## config.mk

```make
export PLATFORM = sky130hd
export DESIGN_NAME = signed_int_to_decimal_ascii_unit
export DESIGN_NICKNAME = d
export VERILOG_FILES = /design/src/hw/rtl/sitda_pkg.sv /design/src/hw/rtl/sitda_convert.sv /design/src/hw/rtl/sitda_serializer.sv /design/src/hw/rtl/signed_int_to_decimal_ascii_unit.sv
export SDC_FILE = /design/constraint.sdc
export NUM_CORES = 1
export LEC_CHECK = 0
export BUFFER_PORTS_ARGS = -buffer_cell sky130_fd_sc_hd__buf_2
export CORE_MARGIN = 2
export CORE_UTILIZATION = 45
export DETAILED_ROUTE_END_ITERATION = 8
export PLACE_DENSITY = 0.6
export SLEW_MARGIN = 20
export SYNTH_ARGS = -nofsm -noshare
export SYNTH_HDL_FRONTEND = slang
export SYNTH_SLANG_ARGS = --single-unit
```

## constraint.sdc

```tcl
create_clock -name i_clk -period 18.66 [get_ports i_clk]
set_clock_uncertainty 0.1 [all_clocks]
set_input_delay 2.799 -clock i_clk [delete_from_list [all_inputs] [get_ports i_clk]]
set_output_delay 2.799 -clock i_clk [all_outputs]
set_load 0.03 [all_outputs]
```

## src/hw/rtl/sitda_pkg.sv

```systemverilog
`timescale 1ns / 1ps
// Shared types, constants and helper functions for the signed integer to
// decimal ASCII unit. No dependencies.
package sitda_pkg;

    localparam int VALUE_W        = 32;
    localparam int NUM_DIGITS     = 10;
    localparam int BITS_PER_STAGE = 8;
    localparam int DABBLE_STAGES  = VALUE_W / BITS_PER_STAGE;
    localparam int CHAR_W         = 6;

    localparam logic [CHAR_W-1:0] CHAR_MINUS = 6'd45;
    localparam logic [CHAR_W-1:0] CHAR_ZERO  = 6'd48;

    typedef logic [3:0]                  t_digit;
    typedef logic [NUM_DIGITS-1:0][3:0]  t_bcd;
    typedef logic [3:0]                  t_digit_cnt;
    typedef logic [VALUE_W-1:0]          t_mag;

    // Converted number handed from the conversion pipe to the serializer
    typedef struct packed {
        logic       neg;
        t_bcd       bcd;
        t_digit_cnt ndig;
    } t_conv;

    // One shift-and-add-3 step: add 3 to every nibble of 5 or more, then shift in one bit
    function automatic t_bcd dabble_step(input t_bcd bcd, input logic bit_in);
        t_bcd adj;
        adj = bcd;
        for (int i = 0; i < NUM_DIGITS; i++) begin
            if (bcd[i] >= 4'd5) begin
                adj[i] = bcd[i] + 4'd3;
            end
        end
        return {adj[NUM_DIGITS-1][2:0], adj[NUM_DIGITS-2:0], bit_in};
    endfunction

    // Digits needed: index of the highest nonzero digit plus one, at least one
    function automatic t_digit_cnt digit_count(input t_bcd bcd);
        t_digit_cnt cnt;
        cnt = 4'd1;
        for (int i = 0; i < NUM_DIGITS; i++) begin
            if (bcd[i] != 4'd0) begin
                cnt = 4'(i + 1);
            end
        end
        return cnt;
    endfunction

endpackage

```

## src/hw/rtl/sitda_convert.sv

```systemverilog
`timescale 1ns / 1ps
// Conversion pipeline: magnitude, four double-dabble stages of eight bits,
// digit count. Elastic stages with per-stage valid bits. Uses sitda_pkg.
module sitda_convert (
    input  logic                      i_clk,
    input  logic                      i_rst_n,
    input  logic                      i_valid,
    output logic                      o_ready,
    input  logic [31:0]               i_value,
    output logic                      o_valid,
    input  logic                      i_ready,
    output sitda_pkg::t_conv          o_conv
);
    import sitda_pkg::*;

    localparam int LAST = DABBLE_STAGES + 1;

    logic r_v   [0:LAST];
    logic r_neg [0:LAST];
    t_bcd r_bcd [0:LAST];
    t_mag r_mag [0:DABBLE_STAGES-1];
    t_digit_cnt r_ndig;

    logic adv [0:LAST];

    always_comb begin
        adv[LAST] = !r_v[LAST] || i_ready;
        for (int k = LAST - 1; k >= 0; k--) begin
            adv[k] = !r_v[k] || adv[k+1];
        end
    end

    assign o_ready = adv[0];

    // Stage 0: sign and magnitude (most negative value wraps to 2^31 unsigned)
    always_ff @(posedge i_clk) begin
        if (!i_rst_n) begin
            r_v[0] <= 1'b0;
        end else if (adv[0]) begin
            r_v[0] <= i_valid;
        end
    end

    always_ff @(posedge i_clk) begin
        if (adv[0] && i_valid) begin
            r_neg[0] <= i_value[31];
            r_mag[0] <= i_value[31] ? (32'd0 - i_value) : i_value;
            r_bcd[0] <= '0;
        end
    end

    genvar g;
    generate
        for (g = 1; g <= DABBLE_STAGES; g++) begin : g_dabble
            t_bcd n_bcd;

            always_comb begin
                n_bcd = r_bcd[g-1];
                for (int s = 0; s < BITS_PER_STAGE; s++) begin
                    n_bcd = dabble_step(n_bcd, r_mag[g-1][VALUE_W-1-s]);
                end
            end

            always_ff @(posedge i_clk) begin
                if (!i_rst_n) begin
                    r_v[g] <= 1'b0;
                end else if (adv[g]) begin
                    r_v[g] <= r_v[g-1];
                end
            end

            always_ff @(posedge i_clk) begin
                if (adv[g] && r_v[g-1]) begin
                    r_neg[g] <= r_neg[g-1];
                    r_bcd[g] <= n_bcd;
                end
            end

            // Remaining magnitude bits only go on to later dabble stages
            if (g < DABBLE_STAGES) begin : g_mag
                always_ff @(posedge i_clk) begin
                    if (adv[g] && r_v[g-1]) begin
                        r_mag[g] <= r_mag[g-1] << BITS_PER_STAGE;
                    end
                end
            end
        end
    endgenerate

    // Last stage: number of significant digits
    always_ff @(posedge i_clk) begin
        if (!i_rst_n) begin
            r_v[LAST] <= 1'b0;
        end else if (adv[LAST]) begin
            r_v[LAST] <= r_v[LAST-1];
        end
    end

    always_ff @(posedge i_clk) begin
        if (adv[LAST] && r_v[LAST-1]) begin
            r_neg[LAST] <= r_neg[LAST-1];
            r_bcd[LAST] <= r_bcd[LAST-1];
            r_ndig      <= digit_count(r_bcd[LAST-1]);
        end
    end

    assign o_valid     = r_v[LAST];
    assign o_conv.neg  = r_neg[LAST];
    assign o_conv.bcd  = r_bcd[LAST];
    assign o_conv.ndig = r_ndig;

endmodule

```

## src/hw/rtl/sitda_serializer.sv

```systemverilog
`timescale 1ns / 1ps
// Character serializer: emits optional '-' then the digits, most significant
// first, one per output transaction. Uses sitda_pkg.
module sitda_serializer (
    input  logic                      i_clk,
    input  logic                      i_rst_n,
    input  logic                      i_valid,
    output logic                      o_ready,
    input  sitda_pkg::t_conv          i_conv,
    output logic                      o_valid,
    input  logic                      i_ready,
    output logic [5:0]                o_text_char,
    output logic                      o_final_char
);
    import sitda_pkg::*;

    logic       r_busy, n_busy;
    logic       r_neg_pend, n_neg_pend;
    t_digit_cnt r_left, n_left;
    t_bcd       r_bcd;

    logic   take_out;
    logic   last_char;
    logic   load;
    t_digit cur_digit;

    assign cur_digit = r_bcd[r_left - 4'd1];
    assign last_char = !r_neg_pend && (r_left == 4'd1);
    assign take_out  = r_busy && i_ready;
    assign o_ready   = !r_busy || (take_out && last_char);
    assign load      = i_valid && o_ready;

    always_comb begin
        n_busy     = r_busy;
        n_neg_pend = r_neg_pend;
        n_left     = r_left;
        if (load) begin
            n_busy     = 1'b1;
            n_neg_pend = i_conv.neg;
            n_left     = i_conv.ndig;
        end else if (take_out) begin
            if (last_char) begin
                n_busy = 1'b0;
            end else if (r_neg_pend) begin
                n_neg_pend = 1'b0;
            end else begin
                n_left = r_left - 4'd1;
            end
        end
    end

    always_ff @(posedge i_clk) begin
        if (!i_rst_n) begin
            r_busy     <= 1'b0;
            r_neg_pend <= 1'b0;
            r_left     <= 4'd1;
        end else begin
            r_busy     <= n_busy;
            r_neg_pend <= n_neg_pend;
            r_left     <= n_left;
        end
    end

    always_ff @(posedge i_clk) begin
        if (load) begin
            r_bcd <= i_conv.bcd;
        end
    end

    assign o_valid      = r_busy;
    assign o_text_char  = r_neg_pend ? CHAR_MINUS : (CHAR_ZERO + {2'b00, cur_digit});
    assign o_final_char = last_char;

endmodule

```

## src/hw/rtl/signed_int_to_decimal_ascii_unit.sv

```systemverilog
`timescale 1ns / 1ps
// Signed 32-bit integer to decimal ASCII text, one character per transaction.
// First character: the input passes the 6 pipe stages of the converter, then the serializer register.
// Throughput: one character per cycle while i_ready is high; a number is 1 to 11
// characters long; the conversion pipe accepts every cycle unless backed up from the output.
// Reset: synchronous active-low i_rst_n clears all valid and busy flags.
module signed_int_to_decimal_ascii_unit (
    input  logic        i_clk,
    input  logic        i_rst_n,
    input  logic        i_valid,
    output logic        o_ready,
    input  logic [31:0] i_value,
    output logic        o_valid,
    input  logic        i_ready,
    output logic [5:0]  o_text_char,
    output logic        o_final_char
);
    import sitda_pkg::*;

    t_conv conv;
    logic  conv_valid;
    logic  conv_ready;

    sitda_convert u_convert (
        .i_clk   (i_clk),
        .i_rst_n (i_rst_n),
        .i_valid (i_valid),
        .o_ready (o_ready),
        .i_value (i_value),
        .o_valid (conv_valid),
        .i_ready (conv_ready),
        .o_conv  (conv)
    );

    sitda_serializer u_serializer (
        .i_clk        (i_clk),
        .i_rst_n      (i_rst_n),
        .i_valid      (conv_valid),
        .o_ready      (conv_ready),
        .i_conv       (conv),
        .o_valid      (o_valid),
        .i_ready      (i_ready),
        .o_text_char  (o_text_char),
        .o_final_char (o_final_char)
    );

endmodule

```

==> results_dict.tcl, run 1 <==
set metrics [dict create \
    r2r-end "u_convert.r_bcd[2][18]" \
    initial_core_util_pct 45.7 \
    diodes 0 \
    min_period_over_period_pct 41.1 \
    tightest_slew_ns 1.05 \
    cts-resized-gates 0 \
    vias_per_cell 5.95 \
    postSynthNetCount 3573 \
    clk-insertion-delay-late_ns 0.54 \
    holdWs_ns 0.300 \
    cts_tree "built" \
    nets 3572 \
    fin_ws_ns 11.00 \
    cts-root-buf "clkbuf_16" \
    netlist_instances 3396 \
    pre_cts_ws_ns 11.03 \
    period_minus_slack_ns 7.66 \
    post_drt_wl_per_cell_um 14.7 \
    start_kind "input port" \
    rsz0062_at_grt "no" \
    worstHoldPathType "reg -> reg" \
    synth_area_leaders "edfxtp_1 28%, ha_1 6.0%, nand2_1 4.1%, a21oi_1 3.5%, nor2_1 3.3%" \
    endpoint_kind "output port" \
    drive_above_1_share_pct 12.5 \
    routed_wl_um 62700 \
    grt_pass1_vias 24000 \
    ys_ff_latch 284 \
    htree_num_levels 2 \
    synthArstFlopShare_pct 0 \
    cp_max_fo 5 \
    synth_area_mm2 0.0295 \
    fill_cells 6066 \
    synth_flop_cell "edfxtp_1" \
    grt_max_degree 46 \
    drcViolationCount 0 \
    syn_avg_cell_area_um2 8.69 \
    reg2reg_depth 29 \
    outcome "complete, no violations" \
    dr_total_vias 25400 \
    rows 93 \
    clockBufferDepth 3 \
    grt_usage_pct 18.1 \
    reg2reg_setup_slack_ns 11.09 \
    numCtsBuffers 35 \
    dr.pass1.iters 5 \
    dieWidth_um 260 \
    portBuffers 43 \
    synthDistinctLibCells 151 \
    clk_pin_slew_ns 0.06 \
    slew_violations 0 \
    finalSetupViolations 0 \
    die_height_um 260 \
    grt-ovfl-total 0 \
    syn_to_final_growth_pct 6.98 \
    drt_iter0_drc 1740 \
    final-hold-violation-count 0 \
    die_area_mm2 0.0676 \
    fin_cells 4272 \
    worstHoldStart "u_convert.r_mag[1][23]" \
    max_freq_ghz 0.131 \
    drv_cap 0 \
    gp_congestion 0.837 \
    post_cts_buffers 0 \
    fp.coreArea_mm2 0.0646 \
    min_to "u_convert.r_mag[2][31]" \
    whs_path_depth 0 \
    slew-limit-headroom_pct 29.8 \
    antenna_found_initial 0 \
    cp_data_arrival_time_ns 4.76 \
    synth_edf_count 277 \
    postRouteAntennaNets 0 \
    cp.required_ns 15.76 \
    yosys.area.top_type "edfxtp_1" \
    hpwl_um 48100 \
    synth-seq-area-share_pct 28.7 \
    timing.rr.start "u_convert.r_bcd[1][5]" \
    worstSetupPathType "in -> out" \
    hold_buffers 0 \
    grt_pass1_wl_um 107000 \
    synth_top_area_share_pct 28.2 \
    tns_ns 0 \
    placedCellCount 4212 \
    ys_warn_count 0 \
    io_pins 45 \
    numClockSinks 284 \
]
-- how the worst max path moves through the flow --
stage	slack (ns)	end	cells past startpoint	from
floorplan	11.79	o_ready	5	i_ready
global placement	11.08	o_ready	7	i_ready
detailed placement	11.03	o_ready	7	i_ready
CTS	11.02	o_ready	7	i_ready
global route	10.08	u_convert.r_bcd[2][18]	30	u_convert.r_bcd[1][5]
finish	11.00	o_ready	7	i_ready
-- kinds of logic after synthesis --
group | count (synthesis) | synth area share [%]
DFF | 284 | 28.7
other | 1 | 0.0127
xor gates and xnor gates | 140 | 4.73
adders and majority gates | 149 | 6.26
and+or+nand+nor | 1134 | 19.0
AOI/OAI and AO/OA | 1178 | 29.6
buffers and inverters | 326 | 4.46
muxes | 184 | 7.23
-- critical path: stages --
cell      delay, ns
buf_2          0.10
a21boi_0       0.41
and3_1         0.32
and2_1         0.44
and3_1         0.37
nand2_1        0.12
buf_2          0.19
-- stage by stage --
stage               util (%)  area [µm²]
floorplan                  -       29500
global placement        47.2       30500
detailed placement      47.2       30500
CTS                     48.8       31500
global route            48.9       31600
finish                  48.9       31600
-- state kept, by name, summed over array words and instances (netlist names) --
| register | flops |
|---|---|
| u_convert.r_neg | 6 |
| u_convert.r_v | 6 |
| u_serializer.r_bcd | 40 |
| u_serializer.r_neg_pend | 1 |
| u_convert.r_mag | 80 |
| u_serializer.o_valid | 1 |
| u_convert.r_bcd | 142 |
| u_convert.r_ndig | 4 |
| u_serializer.r_left | 4 |
-- layer usage --
layer  share of wire (%)  up-vias  global-route usage (%)
met5                   0        -                       0
met4                 1.9        0                    4.82
met3                 2.9       73                    1.96
met2                  50      399                    33.0
met1                  45    12100                    22.6
li1                    -    12900                       -
-- cell usage after synthesis, drive strengths merged, types with 20 or more instances --
master     n
o31ai     36
buf       40
xor2      38
a211oi    67
a211o     27
nand3     84
a21oi    225
nand2b    89
inv      231
mux2      71
o32ai     20
mux2i    105
o211ai    57
nor2     268
a21boi    37
a2bb2oi   22
and3      33
o21a      52
a221oi    23
o22ai     46
or2       39
edfxtp   277
o21bai    20
o21ai    257
xnor2    100
nor2b     45
nand2    325
a21o      36
ha       141
a31oi     35
or3       37
clkbuf    54
nor3      88
and2      39
-- cell usage in the layout (no fill, tap or decap), drive strengths merged, types with 38 or more instances in the layout --
master | netlist | routed
a211oi | 67 | 67
a21oi | 225 | 225
and2 | 39 | 39
buf | 40 | 56
clkbuf | 54 | 38
edfxtp | 277 | 277
ha | 141 | 141
inv | 231 | 234
mux2 | 71 | 71
mux2i | 105 | 105
nand2 | 325 | 325
nand2b | 89 | 89
nand3 | 84 | 84
nor2 | 268 | 268
nor2b | 45 | 45
nor3 | 88 | 88
o211ai | 57 | 57
o21a | 52 | 52
o21ai | 257 | 257
o22ai | 46 | 46
or2 | 39 | 39
xnor2 | 100 | 100
xor2 | 38 | 38
-- area by class of cell --
| type | instances | area [µm²] | share of cell area [%] |
|---|---|---|---|
| well taps | 855 | 1070 | 3.39 |
| inverters | 232 | 871 | 2.76 |
| flip-flops and latches | 284 | 8460 | 26.8 |
| repair buffers | 56 | 325 | 1.03 |
| clock inverters | 21 | 150 | 0.476 |
| multi-input cells | 2786 | 19800 | 62.6 |
| clock buffers | 38 | 918 | 2.91 |
Power of run 1 is not shown: default switching activity piles up to over one toggle a cycle in this logic, so the estimate is an artifact.
==> run 2: changes to the inputs <==
PLACE_DENSITY = 0.63   (was 0.6)
clock period = 6.4 ns   (was 18.66 ns; I/O delays follow)
==> run 2 against run 1 <==
Against the previous run: first-iteration DRC count is 8.1% lower; critical path depth is 25 higher; sequential cell count stayed put; critical endpoint is now u_convert.r_bcd[3][23]; largest cell class unchanged.
==> results_dict.tcl, run 2 (synthesized netlist as in run 1, its figures left out) <==
set metrics [dict create \
    placed_area_mm2 0.0320 \
    fill_cells 5772 \
    reg_top3 "u_convert.r_bcd x142, u_convert.r_mag x80, u_serializer.r_bcd x40" \
    largest_reg_flops 142 \
    dr_total_vias 26100 \
    grt_usage_pct 17.4 \
    dr.pass1.iters 5 \
    hpwl_um 45100 \
    cp_max_fo 5 \
    slowest_delay_ns 0.43 \
    initial_core_util_pct 45.7 \
    worstSetupPathDepth 32 \
    worstSetupPathType "reg -> reg" \
    numCtsBuffers 34 \
    slowest_stage "edfxtp_1" \
    numClockSinks 284 \
    syn_to_final_growth_pct 21.2 \
    min_period_over_period_pct 97.7 \
    dieWidth_um 260 \
    start_kind "register" \
    nets 3889 \
    endpoint_kind "register" \
    tns_ns 0 \
    path_delay_family "compound AO/OA/AOI/OAI gates" \
    cpMostUsedCell "ha_2" \
    grt_pass1_vias 23000 \
    die_height_um 260 \
    clk_pin_slew_ns 0.06 \
    grt_max_degree 46 \
    fp.coreArea_mm2 0.0646 \
    tightest_slew_ns 1.00 \
    gp_congestion 0.832 \
    vias_per_cell 5.69 \
    fin_area_mm2 0.0358 \
    io_pins 45 \
    cp_data_arrival_time_ns 6.43 \
    clockBufferDepth 3 \
    routed_wl_um 63400 \
    final-hold-violation-count 0 \
    mostFrequentLayoutCells "326 x buf_4, 309 x nand2_1, 277 x edfxtp_1" \
    final_common_cell "buf_4" \
    cp.required_ns 6.58 \
    grt-ovfl-total 0 \
    htree_num_levels 2 \
    largest_register "u_convert.r_bcd" \
    utilization_pct 55.4 \
    grt_pass1_wl_um 104000 \
    clk-insertion-delay-late_ns 0.55 \
    cts_tree "built" \
    rsz0062_at_grt "yes" \
    reg2reg_depth 32 \
    drv_cap 0 \
    holdWs_ns 0.309 \
    diodes 0 \
    rows 93 \
    drive_above_1_share_pct 28.1 \
    cts-root-buf "clkbuf_16" \
    crit_buf_inv 5 \
    slew-limit-headroom_pct 33.1 \
    period_minus_slack_ns 6.26 \
    outcome "complete, no violations" \
    drt_iter0_drc 1599 \
    antenna_found_initial 2 \
    slew_violations 0 \
    worstHoldPathType "reg -> reg" \
    postRouteAntennaNets 0 \
    post_drt_wl_per_cell_um 13.8 \
    whs_path_depth 0 \
    die_area_mm2 0.0676 \
    drcViolationCount 0 \
    portBuffers 43 \
    max_freq_ghz 0.160 \
    hold_buffers 0 \
    finalSetupViolations 0 \
]
run 2: cell types whose count changed in the layout (fill, tap and decap cells not counted), moves of 15 or more:
cell and delta:
a211oi_1 -16, a21oi_1 -30, a21oi_2 +24, buf_4 +314
ha_1 -51, ha_2 +34, ha_4 +17, inv_1 -29
inv_2 +29, nor2_1 -25, nor2_2 +22, o21ai_0 -15
run 2: path summary, 6_finish.rpt:
check / start / to / slack [ns]
min: u_convert.r_bcd[5][20] / u_serializer.r_bcd[20] / 0.31
min reg2reg: u_convert.r_bcd[5][20] / u_serializer.r_bcd[20] / 0.31
max reg2reg: u_convert.r_bcd[2][16] / u_convert.r_bcd[3][23] / 0.14
max: u_convert.r_bcd[2][16] / u_convert.r_bcd[3][23] / 0.14
run 2: per-stage QoR:
stage          setup WS, ns  std cells
5_1_grt              -0.202       4590
4_1_cts             -0.0582       4476
3_5_place_dp         -0.232       4410
3_3_place_gp        -0.0569       4410
2_1_floorplan     0.0000426       3396
6_report              0.145       4590
run 2: per-layer routing:
layer | up-vias | global-route usage (%) | routed length [µm]
li1 | 13500 | - | -
met1 | 12200 | 23.9 | 30300
met2 | 316 | 29.5 | 30600
met3 | 62 | 1.86 | 1660
met4 | 0 | 3.43 | 801
met5 | - | 0 | 0
run 2: repair_timing:
item                       CTS  global route
cloned                       0             0
gates resized for setup     13           386
setup endpoints to repair   13            76
pin swaps                    5           148
setup buffers                7           114
run 2: area by class of cell:
class / instances / area [µm²] / area share [%]
Clock inverter: 16 / 188 / 0.525
Timing Repair Buffer: 374 / 2730 / 7.64
Multi-Input combinational cell: 2786 / 21500 / 60.1
Sequential cell: 284 / 8460 / 23.7
Inverter: 232 / 871 / 2.44
Clock buffer: 43 / 936 / 2.62
Tap cell: 855 / 1070 / 2.99
Power of run 2 is left out for the same reason.
